[src/design/assert_macros.svh]
// Assertion helpers shared by the RTL.
`ifndef ASSERT_MACROS_SVH
`define ASSERT_MACROS_SVH

`ifndef SYNTHESIS

// Check that an expression holds at every clock edge outside reset.
`define ASSERT_ALWAYS(label, clk, rst, expr) \
   label: assert property (@(posedge clk) disable iff (rst) (expr)) \
      else $error("assertion %m failed");

// Check a same-cycle implication.
`define ASSERT_IMPLIES(label, clk, rst, ante, cons) \
   label: assert property (@(posedge clk) disable iff (rst) (ante) |-> (cons)) \
      else $error("assertion %m failed");

// Check an implication in the next cycle.
`define ASSERT_NEXT(label, clk, rst, ante, cons) \
   label: assert property (@(posedge clk) disable iff (rst) (ante) |=> (cons)) \
      else $error("assertion %m failed");

`else

`define ASSERT_ALWAYS(label, clk, rst, expr)
`define ASSERT_IMPLIES(label, clk, rst, ante, cons)
`define ASSERT_NEXT(label, clk, rst, ante, cons)

`endif

`endif

[src/design/pmad_pkg.sv]
package pmad_pkg;

   localparam int CSR_INDEX_W = 3;
   localparam int CSR_DATA_W  = 16;
   localparam int CNT_W       = 16;
   localparam logic [CNT_W-1:0] CNT_MAX = {CNT_W{1'b1}};

   // Shared multiplier: signed operands, one guard bit over 32.
   localparam int MUL_W  = 33;
   localparam int PROD_W = 2 * MUL_W;
   // Speed compare: len * 10^6 on the left, (limit * dt)^2 on the right.
   localparam int TICK_W = 48;
   localparam int LHS_W  = 84;
   localparam int RHS_W  = 96;
   localparam int RATIO_W = 24;

   localparam logic [19:0] SPEED_SCALE   = 20'd1000000;
   localparam logic [6:0]  PERCENT_SCALE = 7'd100;

   // Register reset values.
   localparam logic [15:0] SPEED_LIMIT_RST    = 16'd6000;
   localparam logic [14:0] MIN_MOVE_RST       = 15'd20;
   localparam logic [15:0] EQ_LEN_LIMIT_RST   = 16'd10;
   localparam logic [15:0] EQ_SLOPE_LIMIT_RST = 16'd20;
   localparam logic [15:0] WINDOW_LENGTH_RST  = 16'd300;
   localparam logic [6:0]  DIR_PERCENT_RST    = 7'd85;
   localparam logic [15:0] AXIS_TAN_RST       = 16'd13285;
   localparam logic [15:0] DIAG_TAN_RST       = 16'd43358;

   typedef enum logic [CSR_INDEX_W-1:0] {
      CSR_SPEED_LIMIT,
      CSR_MIN_MOVE,
      CSR_EQ_LEN_LIMIT,
      CSR_EQ_SLOPE_LIMIT,
      CSR_WINDOW_LENGTH,
      CSR_DIR_PERCENT,
      CSR_AXIS_TAN,
      CSR_DIAG_TAN
   } csr_index_type;

   // Multiplier operations in issue order; the sequencer steps through them.
   typedef enum logic [3:0] {
      OP_AX2,
      OP_AY2,
      OP_AXIS,
      OP_DIAG,
      OP_LEN_LO,
      OP_LEN_HI,
      OP_SPD_DT,
      OP_ALIGN100,
      OP_PCTWIN,
      OP_T00,
      OP_T01,
      OP_T11,
      OP_SLOPE_A,
      OP_SLOPE_B
   } mul_op_type;

   typedef enum logic [1:0] {
      ST_IDLE,
      ST_MUL,
      ST_DONE
   } ctl_state_type;

   typedef struct packed {
      logic       latch;
      logic       mul_en;
      mul_op_type op;
      logic       commit;
   } dp_cmd_type;

   typedef struct packed {
      logic out_free;
   } dp_status_type;

   function automatic logic [CNT_W-1:0] sat_inc(input logic [CNT_W-1:0] c);
      sat_inc = (c == CNT_MAX) ? c : c + 1'b1;
   endfunction

endpackage

[src/design/pmad_req_if.sv]
interface pmad_req_if #(
   parameter int DELTA_BITS = 16
);
   logic                         valid;
   logic                         ready;
   logic signed [DELTA_BITS-1:0] delta_x;
   logic signed [DELTA_BITS-1:0] delta_y;
   logic [31:0]                  time_ms;

   modport source (output valid, delta_x, delta_y, time_ms, input ready);
   modport sink   (input valid, delta_x, delta_y, time_ms, output ready);
endinterface

[src/design/pmad_rsp_if.sv]
interface pmad_rsp_if;
   logic valid;
   logic ready;
   logic checked;
   logic speed_alarm;
   logic spacing_alarm;
   logic slope_alarm;
   logic direction_alarm;

   modport source (output valid, checked, speed_alarm, spacing_alarm, slope_alarm,
                   direction_alarm, input ready);
   modport sink   (input valid, checked, speed_alarm, spacing_alarm, slope_alarm,
                   direction_alarm, output ready);
endinterface

[src/design/pmad_ctrl.sv]
`include "assert_macros.svh"

module pmad_ctrl (
   input  logic                    clock,
   input  logic                    reset,
   input  logic                    req_valid,
   output logic                    req_ready,
   input  pmad_pkg::dp_status_type status,
   output pmad_pkg::dp_cmd_type    cmd
);

   pmad_pkg::ctl_state_type state_ff, state_in;
   logic [3:0]              step_ff, step_in;

   // Next state.
   always_comb begin
      state_in = state_ff;
      step_in  = step_ff;
      unique case (state_ff)
         pmad_pkg::ST_IDLE: begin
            if (req_valid) begin
               state_in = pmad_pkg::ST_MUL;
               step_in  = '0;
            end
         end
         pmad_pkg::ST_MUL: begin
            if (step_ff == 4'(pmad_pkg::OP_SLOPE_B)) begin
               state_in = pmad_pkg::ST_DONE;
            end else begin
               step_in = step_ff + 4'd1;
            end
         end
         pmad_pkg::ST_DONE: begin
            if (status.out_free) begin
               state_in = pmad_pkg::ST_IDLE;
            end
         end
         default: begin
            state_in = pmad_pkg::ST_IDLE;
         end
      endcase
   end

   // Outputs.
   always_comb begin
      req_ready  = 1'b0;
      cmd.latch  = 1'b0;
      cmd.mul_en = 1'b0;
      cmd.op     = pmad_pkg::OP_AX2;
      cmd.commit = 1'b0;
      unique case (state_ff)
         pmad_pkg::ST_IDLE: begin
            req_ready = 1'b1;
            cmd.latch = req_valid;
         end
         pmad_pkg::ST_MUL: begin
            cmd.mul_en = 1'b1;
            cmd.op     = pmad_pkg::mul_op_type'(step_ff);
         end
         pmad_pkg::ST_DONE: begin
            cmd.commit = status.out_free;
         end
         default: begin
            req_ready = 1'b0;
         end
      endcase
   end

   always_ff @(posedge clock) begin
      if (reset) begin
         state_ff <= pmad_pkg::ST_IDLE;
         step_ff  <= '0;
      end else begin
         state_ff <= state_in;
         step_ff  <= step_in;
      end
   end

   `ASSERT_NEXT(a_latch_starts_seq, clock, reset, cmd.latch, cmd.mul_en && cmd.op == pmad_pkg::OP_AX2)
   `ASSERT_ALWAYS(a_no_latch_commit, clock, reset, !(cmd.latch && cmd.commit))
   `ASSERT_IMPLIES(a_step_bound, clock, reset, cmd.mul_en, step_ff <= 4'(pmad_pkg::OP_SLOPE_B))

endmodule

[src/design/pmad_datapath.sv]
`include "assert_macros.svh"

module pmad_datapath #(
   parameter int DELTA_BITS = 16
) (
   input  logic                                      clock,
   input  logic                                      reset,
   input  pmad_pkg::dp_cmd_type                      cmd,
   output pmad_pkg::dp_status_type                   status,
   input  logic                                      csr_we,
   input  logic [pmad_pkg::CSR_INDEX_W-1:0]          csr_index,
   input  logic [pmad_pkg::CSR_DATA_W-1:0]           csr_wdata,
   input  logic signed [DELTA_BITS-1:0]              in_dx,
   input  logic signed [DELTA_BITS-1:0]              in_dy,
   input  logic [31:0]                               in_time,
   output logic                                      out_valid,
   input  logic                                      out_ready,
   output logic                                      out_checked,
   output logic                                      out_speed_alarm,
   output logic                                      out_spacing_alarm,
   output logic                                      out_slope_alarm,
   output logic                                      out_direction_alarm
);

   localparam int DB    = DELTA_BITS;
   localparam int LEN_W = 2 * DELTA_BITS;
   localparam int MW    = pmad_pkg::MUL_W;
   localparam int PW    = pmad_pkg::PROD_W;
   localparam int CW    = pmad_pkg::CNT_W;

   // Configuration registers.
   logic [15:0] speed_limit_ff, eq_len_limit_ff, eq_slope_limit_ff, window_length_ff;
   logic [15:0] axis_tan_ff, diag_tan_ff;
   logic [14:0] min_move_ff;
   logic [6:0]  dir_percent_ff;

   // Current and previous report.
   logic signed [DB-1:0] cur_dx_ff, cur_dy_ff, prev_dx_ff, prev_dx_in, prev_dy_ff, prev_dy_in;
   logic [31:0]          cur_time_ff, prev_time_ff, prev_time_in;
   logic [LEN_W-1:0]     prev_len_ff, prev_len_in;
   logic                 have_prev_ff, have_prev_in;

   // Run and window counters.
   logic [CW-1:0] el_run_ff, el_run_in, sl_run_ff, sl_run_in;
   logic [CW-1:0] win_moves_ff, win_moves_in, aligned_ff, aligned_in;

   // Multiplier pipeline and partial results.
   logic signed [MW-1:0]    mul_a, mul_b;
   logic signed [PW-1:0]    mul_p, prod_ff, slope_a_ff, slope_a_in;
   logic [PW-1:0]           prod_u;
   pmad_pkg::mul_op_type    prod_op_ff;
   logic                    prod_vld_ff;
   logic [LEN_W-1:0]        len_ff, len_in;
   logic [63:0]             len64;
   logic [pmad_pkg::LHS_W-1:0]   lhs_ff, lhs_in;
   logic [pmad_pkg::RHS_W-1:0]   rhs_ff, rhs_in;
   logic [pmad_pkg::TICK_W-1:0]  tick_ff, tick_in;
   logic [pmad_pkg::RATIO_W-1:0] a100_ff, a100_in, pctwin_ff, pctwin_in;
   logic                    axis_lt_ff, axis_lt_in;

   // Output register.
   logic rsp_valid_ff, rsp_valid_in;
   logic chk_ff, spd_ff, spc_ff, slp_ff, dir_ff;

   // Derived values.
   logic [DB-1:0]  ax, ay, lo, hi;
   logic [PW-1:0]  scaled;
   logic [31:0]    dt;
   logic           checked, aligned, len_eq, slope_eq, opp_x, opp_y, win_end;
   logic           spd, dir;
   logic           dx_pos, dx_neg, dy_pos, dy_neg, pdx_pos, pdx_neg, pdy_pos, pdy_neg;
   logic [CW-1:0]  el_next, sl_next;

   assign ax     = cur_dx_ff[DB-1] ? DB'($unsigned(-cur_dx_ff)) : DB'($unsigned(cur_dx_ff));
   assign ay     = cur_dy_ff[DB-1] ? DB'($unsigned(-cur_dy_ff)) : DB'($unsigned(cur_dy_ff));
   assign lo     = (ax < ay) ? ax : ay;
   assign hi     = (ax < ay) ? ay : ax;
   assign scaled = PW'({lo, 16'h0000});
   assign dt     = cur_time_ff - prev_time_ff;
   assign len64  = 64'(len_ff);
   assign prod_u = $unsigned(prod_ff);

   assign checked = have_prev_ff &&
                    (32'(ax) > 32'(min_move_ff) || 32'(ay) > 32'(min_move_ff));

   // Operand select for the shared multiplier.
   always_comb begin
      mul_a = '0;
      mul_b = '0;
      unique case (cmd.op)
         pmad_pkg::OP_AX2: begin
            mul_a = $signed(MW'(ax));
            mul_b = $signed(MW'(ax));
         end
         pmad_pkg::OP_AY2: begin
            mul_a = $signed(MW'(ay));
            mul_b = $signed(MW'(ay));
         end
         pmad_pkg::OP_AXIS: begin
            mul_a = $signed(MW'(axis_tan_ff));
            mul_b = $signed(MW'(hi));
         end
         pmad_pkg::OP_DIAG: begin
            mul_a = $signed(MW'(diag_tan_ff));
            mul_b = $signed(MW'(hi));
         end
         pmad_pkg::OP_LEN_LO: begin
            mul_a = $signed(MW'(len64[31:0]));
            mul_b = $signed(MW'(pmad_pkg::SPEED_SCALE));
         end
         pmad_pkg::OP_LEN_HI: begin
            mul_a = $signed(MW'(len64[63:32]));
            mul_b = $signed(MW'(pmad_pkg::SPEED_SCALE));
         end
         pmad_pkg::OP_SPD_DT: begin
            mul_a = $signed(MW'(speed_limit_ff));
            mul_b = $signed(MW'(dt));
         end
         pmad_pkg::OP_ALIGN100: begin
            mul_a = $signed(MW'(aligned_ff));
            mul_b = $signed(MW'(pmad_pkg::PERCENT_SCALE));
         end
         pmad_pkg::OP_PCTWIN: begin
            mul_a = $signed(MW'(dir_percent_ff));
            mul_b = $signed(MW'(win_moves_ff));
         end
         pmad_pkg::OP_T00: begin
            mul_a = $signed(MW'(tick_ff[31:0]));
            mul_b = $signed(MW'(tick_ff[31:0]));
         end
         pmad_pkg::OP_T01: begin
            mul_a = $signed(MW'(tick_ff[31:0]));
            mul_b = $signed(MW'(tick_ff[pmad_pkg::TICK_W-1:32]));
         end
         pmad_pkg::OP_T11: begin
            mul_a = $signed(MW'(tick_ff[pmad_pkg::TICK_W-1:32]));
            mul_b = $signed(MW'(tick_ff[pmad_pkg::TICK_W-1:32]));
         end
         pmad_pkg::OP_SLOPE_A: begin
            mul_a = MW'(cur_dy_ff);
            mul_b = MW'(prev_dx_ff);
         end
         pmad_pkg::OP_SLOPE_B: begin
            mul_a = MW'(prev_dy_ff);
            mul_b = MW'(cur_dx_ff);
         end
         default: begin
            mul_a = '0;
         end
      endcase
   end

   assign mul_p = mul_a * mul_b;

   // Sign classes for the quadrant test.
   assign dx_pos  = !cur_dx_ff[DB-1] && (cur_dx_ff != '0);
   assign dx_neg  = cur_dx_ff[DB-1];
   assign dy_pos  = !cur_dy_ff[DB-1] && (cur_dy_ff != '0);
   assign dy_neg  = cur_dy_ff[DB-1];
   assign pdx_pos = !prev_dx_ff[DB-1] && (prev_dx_ff != '0);
   assign pdx_neg = prev_dx_ff[DB-1];
   assign pdy_pos = !prev_dy_ff[DB-1] && (prev_dy_ff != '0);
   assign pdy_neg = prev_dy_ff[DB-1];
   assign opp_x   = (dx_pos && pdx_neg) || (dx_neg && pdx_pos);
   assign opp_y   = (dy_pos && pdy_neg) || (dy_neg && pdy_pos);

   // The last product (prev_dy * dx) stays in prod_ff until commit.
   assign slope_eq = (slope_a_ff == prod_ff) &&
                     ((cur_dx_ff == '0) == (prev_dx_ff == '0));
   assign len_eq   = (len_ff == prev_len_ff);
   assign el_next  = len_eq ? pmad_pkg::sat_inc(el_run_ff) : '0;
   assign sl_next  = (!opp_x && !opp_y && slope_eq) ? pmad_pkg::sat_inc(sl_run_ff) : '0;
   assign win_end  = (win_moves_ff >= window_length_ff);
   assign dir      = win_end && (a100_ff > pctwin_ff);
   assign spd      = (dt != 32'd0) && (pmad_pkg::RHS_W'(lhs_ff) > rhs_ff);
   assign aligned  = axis_lt_ff || (scaled > prod_u);

   always_comb begin
      len_in       = len_ff;
      lhs_in       = lhs_ff;
      rhs_in       = rhs_ff;
      tick_in      = tick_ff;
      a100_in      = a100_ff;
      pctwin_in    = pctwin_ff;
      axis_lt_in   = axis_lt_ff;
      slope_a_in   = slope_a_ff;
      win_moves_in = win_moves_ff;
      aligned_in   = aligned_ff;
      el_run_in    = el_run_ff;
      sl_run_in    = sl_run_ff;
      have_prev_in = have_prev_ff;
      prev_dx_in   = prev_dx_ff;
      prev_dy_in   = prev_dy_ff;
      prev_time_in = prev_time_ff;
      prev_len_in  = prev_len_ff;

      // Fold in the product issued last cycle.
      if (prod_vld_ff) begin
         unique case (prod_op_ff)
            pmad_pkg::OP_AX2:      len_in = LEN_W'(prod_u);
            pmad_pkg::OP_AY2:      len_in = len_ff + LEN_W'(prod_u);
            pmad_pkg::OP_AXIS:     axis_lt_in = (scaled < prod_u);
            pmad_pkg::OP_DIAG: begin
               if (checked) begin
                  win_moves_in = pmad_pkg::sat_inc(win_moves_ff);
                  if (aligned) begin
                     aligned_in = pmad_pkg::sat_inc(aligned_ff);
                  end
               end
            end
            pmad_pkg::OP_LEN_LO:   lhs_in = pmad_pkg::LHS_W'(prod_u);
            pmad_pkg::OP_LEN_HI:   lhs_in = lhs_ff + (pmad_pkg::LHS_W'(prod_u) << 32);
            pmad_pkg::OP_SPD_DT:   tick_in = pmad_pkg::TICK_W'(prod_u);
            pmad_pkg::OP_ALIGN100: a100_in = pmad_pkg::RATIO_W'(prod_u);
            pmad_pkg::OP_PCTWIN:   pctwin_in = pmad_pkg::RATIO_W'(prod_u);
            pmad_pkg::OP_T00:      rhs_in = pmad_pkg::RHS_W'(prod_u);
            pmad_pkg::OP_T01:      rhs_in = rhs_ff + (pmad_pkg::RHS_W'(prod_u) << 33);
            pmad_pkg::OP_T11:      rhs_in = rhs_ff + (pmad_pkg::RHS_W'(prod_u) << 64);
            pmad_pkg::OP_SLOPE_A:  slope_a_in = prod_ff;
            default:               slope_a_in = slope_a_ff;
         endcase
      end

      // Retire the report: advance runs, close the window, shift to previous.
      if (cmd.commit) begin
         if (checked) begin
            el_run_in = el_next;
            sl_run_in = sl_next;
            if (win_end) begin
               win_moves_in = '0;
               aligned_in   = '0;
            end
         end
         have_prev_in = 1'b1;
         prev_dx_in   = cur_dx_ff;
         prev_dy_in   = cur_dy_ff;
         prev_time_in = cur_time_ff;
         prev_len_in  = len_ff;
      end
   end

   always_comb begin
      if (cmd.commit) begin
         rsp_valid_in = 1'b1;
      end else if (out_ready) begin
         rsp_valid_in = 1'b0;
      end else begin
         rsp_valid_in = rsp_valid_ff;
      end
   end

   assign status.out_free = !rsp_valid_ff || out_ready;

   always_ff @(posedge clock) begin
      if (reset) begin
         speed_limit_ff    <= pmad_pkg::SPEED_LIMIT_RST;
         min_move_ff       <= pmad_pkg::MIN_MOVE_RST;
         eq_len_limit_ff   <= pmad_pkg::EQ_LEN_LIMIT_RST;
         eq_slope_limit_ff <= pmad_pkg::EQ_SLOPE_LIMIT_RST;
         window_length_ff  <= pmad_pkg::WINDOW_LENGTH_RST;
         dir_percent_ff    <= pmad_pkg::DIR_PERCENT_RST;
         axis_tan_ff       <= pmad_pkg::AXIS_TAN_RST;
         diag_tan_ff       <= pmad_pkg::DIAG_TAN_RST;
         have_prev_ff      <= 1'b0;
         prev_dx_ff        <= '0;
         prev_dy_ff        <= '0;
         prev_time_ff      <= '0;
         prev_len_ff       <= '0;
         el_run_ff         <= '0;
         sl_run_ff         <= '0;
         win_moves_ff      <= '0;
         aligned_ff        <= '0;
         prod_vld_ff       <= 1'b0;
         rsp_valid_ff      <= 1'b0;
      end else begin
         if (csr_we) begin
            unique case (pmad_pkg::csr_index_type'(csr_index))
               pmad_pkg::CSR_SPEED_LIMIT:    speed_limit_ff    <= csr_wdata;
               pmad_pkg::CSR_MIN_MOVE:       min_move_ff       <= csr_wdata[14:0];
               pmad_pkg::CSR_EQ_LEN_LIMIT:   eq_len_limit_ff   <= csr_wdata;
               pmad_pkg::CSR_EQ_SLOPE_LIMIT: eq_slope_limit_ff <= csr_wdata;
               pmad_pkg::CSR_WINDOW_LENGTH:  window_length_ff  <= csr_wdata;
               pmad_pkg::CSR_DIR_PERCENT:    dir_percent_ff    <= csr_wdata[6:0];
               pmad_pkg::CSR_AXIS_TAN:       axis_tan_ff       <= csr_wdata;
               pmad_pkg::CSR_DIAG_TAN:       diag_tan_ff       <= csr_wdata;
               default:                      diag_tan_ff       <= diag_tan_ff;
            endcase
         end
         have_prev_ff <= have_prev_in;
         prev_dx_ff   <= prev_dx_in;
         prev_dy_ff   <= prev_dy_in;
         prev_time_ff <= prev_time_in;
         prev_len_ff  <= prev_len_in;
         el_run_ff    <= el_run_in;
         sl_run_ff    <= sl_run_in;
         win_moves_ff <= win_moves_in;
         aligned_ff   <= aligned_in;
         prod_vld_ff  <= cmd.mul_en;
         rsp_valid_ff <= rsp_valid_in;
      end
   end

   // Payload registers.
   always_ff @(posedge clock) begin
      if (cmd.latch) begin
         cur_dx_ff   <= in_dx;
         cur_dy_ff   <= in_dy;
         cur_time_ff <= in_time;
      end
      if (cmd.mul_en) begin
         prod_ff    <= mul_p;
         prod_op_ff <= cmd.op;
      end
      len_ff     <= len_in;
      lhs_ff     <= lhs_in;
      rhs_ff     <= rhs_in;
      tick_ff    <= tick_in;
      a100_ff    <= a100_in;
      pctwin_ff  <= pctwin_in;
      axis_lt_ff <= axis_lt_in;
      slope_a_ff <= slope_a_in;
      if (cmd.commit) begin
         chk_ff <= checked;
         spd_ff <= checked && spd;
         spc_ff <= checked && (el_next >= eq_len_limit_ff);
         slp_ff <= checked && (sl_next >= eq_slope_limit_ff);
         dir_ff <= checked && dir;
      end
   end

   assign out_valid           = rsp_valid_ff;
   assign out_checked         = chk_ff;
   assign out_speed_alarm     = spd_ff;
   assign out_spacing_alarm   = spc_ff;
   assign out_slope_alarm     = slp_ff;
   assign out_direction_alarm = dir_ff;

   `ASSERT_IMPLIES(a_commit_slot_free, clock, reset, cmd.commit, status.out_free)
   `ASSERT_NEXT(a_commit_shows_result, clock, reset, cmd.commit, rsp_valid_ff)
   `ASSERT_ALWAYS(a_aligned_in_window, clock, reset, aligned_ff <= win_moves_ff)

endmodule

[src/design/pointer_motion_anomaly_detector_core.sv]
// The shared 33x33 multiplier forms 14 products per report, one per cycle,
//   then the report is retired into the output register once that is free,
//   and the sequencer returns to idle to take the next request transfer; a
//   new request is not taken before the previous report has retired.
// A finished result waits in the output register while the next report runs.
// Reset (synchronous, active high) restores register defaults, clears the
//   previous report, the run and window counters, and empties the output.
`include "assert_macros.svh"

module pointer_motion_anomaly_detector_core #(
   parameter int DELTA_BITS = 16
) (
   input  logic                               clock,
   input  logic                               reset,
   pmad_req_if.sink                           req_chan,
   pmad_rsp_if.source                         rsp_chan,
   input  logic                               csr_we,
   input  logic [pmad_pkg::CSR_INDEX_W-1:0]   csr_index,
   input  logic [pmad_pkg::CSR_DATA_W-1:0]    csr_wdata
);

   pmad_pkg::dp_cmd_type    cmd;
   pmad_pkg::dp_status_type status;
   logic                    req_ready;
   logic                    rsp_valid;

   // Sequencer: takes a request transfer in idle, walks the multiplier
   // schedule, then retires the report once the output slot is free.
   pmad_ctrl u_ctrl (
      .clock     (clock),
      .reset     (reset),
      .req_valid (req_chan.valid),
      .req_ready (req_ready),
      .status    (status),
      .cmd       (cmd)
   );

   // Datapath: configuration registers, report history, the shared
   // multiplier with its partial-product accumulators, counters and the
   // output register.
   pmad_datapath #(
      .DELTA_BITS (DELTA_BITS)
   ) u_datapath (
      .clock               (clock),
      .reset               (reset),
      .cmd                 (cmd),
      .status              (status),
      .csr_we              (csr_we),
      .csr_index           (csr_index),
      .csr_wdata           (csr_wdata),
      .in_dx               (DELTA_BITS'(req_chan.delta_x)),
      .in_dy               (DELTA_BITS'(req_chan.delta_y)),
      .in_time             (req_chan.time_ms),
      .out_valid           (rsp_valid),
      .out_ready           (rsp_chan.ready),
      .out_checked         (rsp_chan.checked),
      .out_speed_alarm     (rsp_chan.speed_alarm),
      .out_spacing_alarm   (rsp_chan.spacing_alarm),
      .out_slope_alarm     (rsp_chan.slope_alarm),
      .out_direction_alarm (rsp_chan.direction_alarm)
   );

   // Hold ready only while the sequencer sits idle.
   assign req_chan.ready = req_ready;
   assign rsp_chan.valid = rsp_valid;

endmodule

[src/flat_wrapper.sv]
// flat-port wrapper written by rule: the top's interface ports become plain ports
module pointer_motion_anomaly_detector_core_flat 
#(
   parameter int DELTA_BITS = 16
)
  (clock, reset, csr_we, csr_index, csr_wdata, req_chan_valid, req_chan_delta_x, req_chan_delta_y, req_chan_time_ms, req_chan_ready, rsp_chan_valid, rsp_chan_checked, rsp_chan_speed_alarm, rsp_chan_spacing_alarm, rsp_chan_slope_alarm, rsp_chan_direction_alarm, rsp_chan_ready);
  pmad_req_if #(.DELTA_BITS(DELTA_BITS)) req_chan_i ();
  pmad_rsp_if rsp_chan_i ();
  input  logic clock;
  input  logic reset;
  input  logic csr_we;
  input  logic [pmad_pkg::CSR_INDEX_W-1:0] csr_index;
  input  logic [pmad_pkg::CSR_DATA_W-1:0] csr_wdata;
  input wire logic [$bits(req_chan_i.valid)-1:0] req_chan_valid;
  input wire logic [$bits(req_chan_i.delta_x)-1:0] req_chan_delta_x;
  input wire logic [$bits(req_chan_i.delta_y)-1:0] req_chan_delta_y;
  input wire logic [$bits(req_chan_i.time_ms)-1:0] req_chan_time_ms;
  output wire logic [$bits(req_chan_i.ready)-1:0] req_chan_ready;
  output wire logic [$bits(rsp_chan_i.valid)-1:0] rsp_chan_valid;
  output wire logic [$bits(rsp_chan_i.checked)-1:0] rsp_chan_checked;
  output wire logic [$bits(rsp_chan_i.speed_alarm)-1:0] rsp_chan_speed_alarm;
  output wire logic [$bits(rsp_chan_i.spacing_alarm)-1:0] rsp_chan_spacing_alarm;
  output wire logic [$bits(rsp_chan_i.slope_alarm)-1:0] rsp_chan_slope_alarm;
  output wire logic [$bits(rsp_chan_i.direction_alarm)-1:0] rsp_chan_direction_alarm;
  input wire logic [$bits(rsp_chan_i.ready)-1:0] rsp_chan_ready;
  assign req_chan_i.valid = req_chan_valid;
  assign req_chan_i.delta_x = req_chan_delta_x;
  assign req_chan_i.delta_y = req_chan_delta_y;
  assign req_chan_i.time_ms = req_chan_time_ms;
  assign req_chan_ready = req_chan_i.ready;
  assign rsp_chan_valid = rsp_chan_i.valid;
  assign rsp_chan_checked = rsp_chan_i.checked;
  assign rsp_chan_speed_alarm = rsp_chan_i.speed_alarm;
  assign rsp_chan_spacing_alarm = rsp_chan_i.spacing_alarm;
  assign rsp_chan_slope_alarm = rsp_chan_i.slope_alarm;
  assign rsp_chan_direction_alarm = rsp_chan_i.direction_alarm;
  assign rsp_chan_i.ready = rsp_chan_ready;
  pointer_motion_anomaly_detector_core #(.DELTA_BITS(DELTA_BITS)) u_core (.clock(clock), .reset(reset), .req_chan(req_chan_i), .rsp_chan(rsp_chan_i), .csr_we(csr_we), .csr_index(csr_index), .csr_wdata(csr_wdata));
endmodule
[config.mk]
export PLATFORM = sky130hd
export DESIGN_NAME = pointer_motion_anomaly_detector_core_flat
export DESIGN_NICKNAME = d
export VERILOG_FILES = /design/src/design/pmad_pkg.sv /design/src/design/pmad_req_if.sv /design/src/design/pmad_rsp_if.sv /design/src/design/pmad_ctrl.sv /design/src/design/pmad_datapath.sv /design/src/design/pointer_motion_anomaly_detector_core.sv /design/src/flat_wrapper.sv
export VERILOG_INCLUDE_DIRS = /design/src /design/src/design
export SDC_FILE = /design/constraint.sdc
export NUM_CORES = 2
export LEC_CHECK = 0
export ABC_AREA = 1
export BUFFER_PORTS_ARGS = -buffer_cell sky130_fd_sc_hd__buf_4
export CAP_MARGIN = 20
export CORE_MARGIN = 10
export CORE_UTILIZATION = 40
export DETAILED_ROUTE_END_ITERATION = 8
export SLEW_MARGIN = 15
export SYNTH_ARGS = -nofsm -noshare
export SYNTH_HDL_FRONTEND = slang
export SYNTH_HIERARCHICAL = 1
export SYNTH_SLANG_ARGS = --single-unit
export TNS_END_PERCENT = 1
[constraint.sdc]
create_clock -name clock -period 15.1 [get_ports clock]
set_input_delay 3.02 -clock clock [delete_from_list [all_inputs] [get_ports clock]]
set_output_delay 3.02 -clock clock [all_outputs]
set_load 0.05 [all_outputs]
Word level (Yosys, flattened, before mapping)
Index checks and enable logic that the tools add are counted.
{"block": "totals", "ff_bits": 801, "latchBits": 0, "ramBits": 0, "mem_bits_ro": 0, "word_cells": 218, "n_memories": 0}
{"block": "classes", "add_sub_neg": 12, "mul": 1, "div_mod_pow": 0, "order_cmp": 10, "n_eq_ne": 46, "shift": 0, "mux": 41, "bitwise": 0, "n_reduce_logical": 69}
{"cell": "one-hot mux 33 bit (12 select lines)", "count": 1}
{"cell": "two-way mux 16 bit", "count": 23}
{"cell": "one-hot mux 33 bit (11 select lines)", "count": 1}
{"cell": "one-hot mux 96 bit (3 select lines)", "count": 1}
{"cell": "adder 96 bit", "count": 2}
{"cell": "one-hot mux 84 bit (2 select lines)", "count": 1}
{"cell": "greater-than comparator 84 x 96 -> 1 bit", "count": 1}
{"cell": "adder 84 bit", "count": 1}
{"cell": "equality test 66 bit", "count": 1}
{"cell": "greater-than comparator 32 x 66 -> 1 bit", "count": 1}
{"cell": "less-than comparator 32 x 66 -> 1 bit", "count": 1}
{"cell": "multiplier 33 x 33 -> 66 bit", "count": 1}
{"cell": "adder 16 x 1 -> 16 bit, second input constant", "count": 4}
{"cell": "equality test 16 bit, second input constant", "count": 4}
{"cell": "one-hot mux 32 bit (2 select lines)", "count": 1}
{"cell": "nonzero test 16 bit", "count": 4}
{"cell": "equality test 4 bit, second input constant", "count": 12}
{"cell": ">= comparator 16 bit", "count": 3}
{"cell": "AND reduction 2 bit", "count": 17}
{"cell": "adder 32 bit", "count": 1}
{"cell": "equality test 32 bit", "count": 1}
{"cell": "equality test 4 x 3 -> 1 bit, second input constant", "count": 8}
{"cell": "greater-than comparator 16 x 15 -> 1 bit", "count": 2}
{"cell": "logical NOT 16 bit", "count": 2}
{"cell": "other kinds (31)", "count": 85}

Longest topological paths before layout
{"block": "depth", "depth_word": 13, "depth_mapped": 53, "depth_no_buf": 51}

Hierarchy
The synthesis kept the hierarchy.
{"mod": "pmad_datapath", "n_inst": 1, "cells_each": 10603, "area_each_um2": 88970.3}
{"mod": "pmad_ctrl", "n_inst": 1, "cells_each": 57, "area_each_um2": 391.6}

Worst setup path after synthesis
OpenSTA, ideal clock, no wires.
{"block": "synth_path", "path_kind": "register -> register", "startpoint": "register u_core.u_datapath.cur_dy_ff[0]", "endpoint": "register u_core.u_datapath.prod_ff[61] (data pin)", "setup_time_ps": 262, "arrival_time_ps": 9850, "required_time_ps": 14838, "slack_ps": 4989, "stages_incl_launch_ff": 47, "n_path_buf": 2, "synth_period_minus_slack_ps": 10111, "cell_sequence": "edfxtp_1 -> inv_2 -> ha_1 -> inv_1 -> nor3_1 -> inv_1 -> nor3_2 -> nand4_1 -> or3_4 -> nand2_4 -> xor2_4 -> inv_1 -> ha_1 -> nand2_1 -> o21ai_0 -> a21oi_1 -> nand2_1 -> buf_2 -> [11 not listed] -> inv_1 -> fa_1 -> inv_1 -> fa_1 -> inv_1 -> fa_1 -> inv_1 -> fa_1 -> inv_1 -> ha_1 -> a21oi_1 -> nor2_1 -> nor2_1 -> a21boi_0 -> o21ai_0 -> a21oi_1 -> o21ai_1 -> xor2_1"}
{"block": "synth_between", "elab_chain_len": 6, "elab_cells_between_ends": 7}
{"element": "start, declared", "line_no": "pmad_datapath.sv:38", "rtl": "logic signed [DB-1:0] cur_dx_ff, cur_dy_ff, prev_dx_ff, prev_dx_in, prev_dy_ff, prev_dy_in;"}
{"element": "start signal, assigned", "line_no": "pmad_datapath.sv:307", "rtl": "cur_dy_ff <= in_dy;"}
{"element": "negator 16 bit", "line_no": "pmad_datapath.sv:75", "rtl": "assign ay = cur_dy_ff[DB-1] ? DB'($unsigned(-cur_dy_ff)) : DB'($unsigned(cur_dy_ff));"}
{"element": "two-way mux 16 bit", "line_no": "pmad_datapath.sv:75"}
{"element": "less-than comparator 16 bit", "line_no": "pmad_datapath.sv:77", "rtl": "assign hi = (ax < ay) ? ay : ax;"}
{"element": "two-way mux 16 bit", "line_no": "pmad_datapath.sv:77"}
{"element": "one-hot mux 33 bit (11 select lines)", "line_no": "pmad_datapath.sv:90", "rtl": "unique case (cmd.op)"}
{"element": "multiplier 33 x 33 -> 66 bit (*)", "line_no": "pmad_datapath.sv:153", "rtl": "assign mul_p = mul_a * mul_b;"}
{"element": "net u_core.u_datapath.mul_p[61]", "line_no": "pmad_datapath.sv:49", "rtl": "logic signed [PW-1:0] mul_p, prod_ff, slope_a_ff, slope_a_in;"}
{"element": "end signal, assigned", "line_no": "pmad_datapath.sv:311", "rtl": "prod_ff <= mul_p;"}
{"element": "end, declared", "line_no": "pmad_datapath.sv:49"}
The timed path passes the listed nets; every way through them passes the cells marked *.
A chain may end at the register's enable or synchronous reset.

Final worst setup path
{"block": "layout_path", "startpoint": "register u_core.u_datapath.cur_dx_ff[0]", "endpoint": "register u_core.u_datapath.prod_ff[65] (data pin)"}
{"block": "layout_between", "elab_chain_len": 6, "elab_cells_between_ends": 7}
{"element": "start, declared", "line_no": "pmad_datapath.sv:38"}
{"element": "start signal, assigned", "line_no": "pmad_datapath.sv:306", "rtl": "cur_dx_ff <= in_dx;"}
{"element": "negator 16 bit", "line_no": "pmad_datapath.sv:74", "rtl": "assign ax = cur_dx_ff[DB-1] ? DB'($unsigned(-cur_dx_ff)) : DB'($unsigned(cur_dx_ff));"}
{"element": "two-way mux 16 bit", "line_no": "pmad_datapath.sv:74"}
{"element": "less-than comparator 16 bit", "line_no": "pmad_datapath.sv:77"}
{"element": "two-way mux 16 bit", "line_no": "pmad_datapath.sv:77"}
{"element": "one-hot mux 33 bit (11 select lines)", "line_no": "pmad_datapath.sv:90"}
{"element": "multiplier 33 x 33 -> 66 bit (*)", "line_no": "pmad_datapath.sv:153"}
{"element": "net u_core.u_datapath.mul_p[65]", "line_no": "pmad_datapath.sv:49"}
Marked as above.

==> results.json <==
{
  "outcome": "finished clean",
  "die_w_um": 493,
  "ys_top_cells_by_count": "inv_1 (2,195), nand2_1 (1,641), nor2_1 (1,160), fa_1 (1,150), a21oi_1 (713)",
  "p_int_mw": 7.74,
  "clock_power_share_pct": 13.9,
  "grt_max_degree": 144,
  "rr_worst_depth": 45,
  "critPathLaunchType": "flop",
  "crit_required_ns": 15.53,
  "synth-main-ff-cell": "edfxtp_1",
  "crit_path_top_delay_cell": "inv_1",
  "cp-startpoint": "u_core/u_datapath/cur_dx_ff[0]$_DFFE_PP_",
  "fin_crit_sh_pct": 85.9,
  "nFillCells": 22100,
  "cts.path.max_buffers": 3,
  "fin_setup_tns_ns": 0,
  "die_h_um": 493,
  "crit_top_cell": "inv_1",
  "ant_nets": 0,
  "gp_congestion": 1.00,
  "synth-simple-area-share_pct": 16.1,
  "h-tree-depth": 3,
  "comb_power_share_pct": 68.4,
  "r2r_end": "u_core/u_datapath/prod_ff[65]$_DFFE_PP_",
  "fin_ws_ns": 2.13,
  "drtPass1Iterations": 9,
  "insertion_delay_ns": 0.74,
  "hold_path_class": "reg -> reg",
  "grtUsageTotal_pct": 26.8,
  "grt_pass1_wl_mm": 494,
  "synth_top_family_by_area": "adder cells",
  "synth_nets": 12500,
  "ctsResizeCount": 0,
  "hpwlAfterDp_mm": 255,
  "ir_drop_uv": 672,
  "p_sw_share_pct": 52.9,
  "worst-path-max-fanout": 59,
  "routed-via-count": 75600,
  "hp-start": "u_core/u_datapath/eq_len_limit_ff[6]$_SDFFE_PP0P_",
  "max_stage_delay_ns": 0.79,
  "synth-edff-count": 514,
  "cp_num_buf_inv": 12,
  "ys_seq_area_share_pct": 23.7,
  "power_density_mw_per_mm2": 170,
  "drv_slew": 0,
  "core_area_mm2": 0.222,
  "min_period_ns": 12.97,
  "max_cap_viol_count": 0,
  "cts_tree": "done",
  "drc": 0,
  "cp-end-kind": "flop",
  "fin_nets": 12600,
  "grt_pass1_vias": 77200,
  "clock-sinks": 801,
  "dieArea_mm2": 0.243,
  "leakagePower_nw": 42.4,
  "area_growth_pct": 8.14,
  "netlist_instances": 10700,
  "critical_path_cell_count": 45,
  "synth.area.top_cells": "fa_1 (26%), edfxtp_1 (17%), inv_1 (9.2%)",
  "ys_warn_count": 6,
  "crit_family": "adder cells",
  "r2r-start": "u_core/u_datapath/cur_dx_ff[0]$_DFFE_PP_",
  "endpoint": "u_core/u_datapath/prod_ff[65]$_DFFE_PP_",
  "post_drt_wl_per_cell_um": 24.2,
  "synth_fa_ha_area_share_pct": 34.8,
  "yosys.area.top_type": "fa_1",
  "yosys.cell_types.count": 87,
  "finalClockSkew_ns": 0.0428,
  "p_sw_mw": 8.68,
  "syn-cell-area_mm2": 0.0894,
  "io_buffers": 94,
  "initial_core_util_pct": 40.2,
  "hold_viol": 0,
  "tightest_slew_ns": 1.17,
  "detail_route.iter0.violations": 7031,
  "syn_area_per_cell_um2": 8.38,
  "antenna_found_initial": 6,
  "yosysTopAreaCellShare_pct": 25.8,
  "p_seq_share_pct": 17.7,
  "cts_root_buf": "clkbuf_16",
  "async_reset_ff_share_pct": 0,
  "setup_viol": 0,
  "totalWireLength_mm": 332,
  "grt_overflow_total": 0,
  "cts_made_buffers": 89,
  "synthXorXnorAreaFrac_pct": 2.81,
  "vias_per_cell": 5.50,
  "synthMuxAreaShare_pct": 0.0112,
  "clk_pin_slew_worst_paths_ns": 0.06,
  "cts_setup_buffers": 0,
  "r2r_slack_ns": 2.13,
  "path_class": "reg -> reg",
  "pre_cts_slack_ns": 2.45,
  "synth-seq-cells": 801,
  "arrival_ns": 13.40,
  "slew_headroom_pct": 22.0,
  "rows": 173,
  "postCtsHoldBufs": 0,
  "rsz0062_at_grt": "false",
  "fmax_mhz": 77.1,
  "ioPinCount": 95,
  "drive_gt1_share_pct": 6.16,
  "synth.most_common_cell": "inv_1",
  "synth_compound_area_share_pct": 11.5
}
## area by class of cell
cell class	instances	area [um2]	share of cell area [%]
tap	2975	3720	3.85
antenna	4	10.0	0.0104
inverter	2255	8470	8.77
clock buffer	121	2500	2.59
multi-input combinational	7298	58300	60.4
sequential	801	21200	21.9
clock inverter	45	504	0.522
timing repair buffer	254	1910	1.97
## sequential cells by signal, indices dropped and copies added (netlist names), 24 cells and up
name / cells
u_core/u_datapath/pctwin_ff: 24
u_core/u_datapath/prev_len_ff: 32
u_core/u_datapath/rhs_ff: 96
u_core/u_datapath/cur_time_ff: 32
u_core/u_datapath/lhs_ff: 84
u_core/u_datapath/prev_time_ff: 32
u_core/u_datapath/tick_ff: 48
u_core/u_datapath/len_ff: 32
u_core/u_datapath/a100_ff: 24
u_core/u_datapath/prod_ff: 66
u_core/u_datapath/slope_a_ff: 66
## cells in the final DEF (no fill, tap or decap), drive strengths merged, types with 54 or more instances in the layout
cell type  synthesis  routed
a31oi             72      72
a21oi            724     724
nand2           1666    1666
nor2            1222    1222
ha               648     648
clkbuf           146     121
inv             2245    2251
buf              160     254
nand4             99      99
xor2             175     175
fa              1150    1150
o211ai            54      54
nor4              75      75
nor3              86      86
xnor2            108     108
dfxtp            287     287
o21ai            646     646
nand3            208     208
edfxtp           514     514
## layer usage
metal | vias to the layer above | routed length (um) | global-route usage, %
li1 | 33900 | - | -
met1 | 37300 | 133000 | 34.1
met2 | 3595 | 150000 | 43.7
met3 | 868 | 28400 | 5.11
met4 | 4 | 20600 | 13.5
met5 | - | 31 | 0
## power by group through the flow
stage	clock network, mW	registers, mW	logic, mW
finish	2.29	2.91	11.2
global route	2.41	2.91	12.4
CTS	2.33	2.90	11.1
detailed placement	0	2.95	11.0
global placement	0	2.95	11.1
floorplan	0	3.00	7.34
## stage by stage
stage / hold slack (ns) / instance area [um2] / utilization, % / power (mW) / cells
after floorplan: 0.425 / 89400 / - / 10.3 / 10700
after global placement: 0.438 / 93600 / 42.1 / 14.0 / 13600
after detailed placement: 0.448 / 93600 / 42.1 / 14.0 / 13600
after CTS: 0.462 / 96600 / 43.5 / 16.4 / 13700
after global routing: 0.477 / 96600 / 43.5 / 17.7 / 13700
final: 0.458 / 96600 / 43.5 / 16.4 / 13800
## tightest hold or removal path, cell delays in order, from the launching register on
cell     delay, ns
dfxtp_1       0.30
inv_1         0.06
a21oi_1       0.06
## cell families (layout without fill, tap and decap cells)
group / Yosys count / in the layout
AOI/OAI and AO/OA: 1789 / 1789
xor gates and xnor gates: 283 / 283
adders and majority gates: 1798 / 1798
buffers and inverters: 2561 / 2675
DFF: 801 / 801
muxes: 1 / 1
other: 0 / 4
and+or+nand+nor: 3427 / 3427
## worst min path at each step
stage | slack (ns) | cells after the start | endpoint
floorplan | 0.42 | 2 | u_core/u_datapath/speed_limit_ff[1]$_SDFFE_PP0P_
global placement | 0.44 | 2 | u_core/u_datapath/speed_limit_ff[12]$_SDFFE_PP1P_
detailed placement | 0.45 | 2 | u_core/u_datapath/axis_tan_ff[6]$_SDFFE_PP1P_
CTS | 0.46 | 2 | u_core/u_datapath/speed_limit_ff[1]$_SDFFE_PP0P_
global route | 0.48 | 2 | u_core/u_datapath/prev_time_ff[28]$_SDFFE_PP0P_
finish | 0.46 | 2 | u_core/u_datapath/eq_len_limit_ff[6]$_SDFFE_PP0P_
No activity file was read; power rests on OpenSTA's default activity.
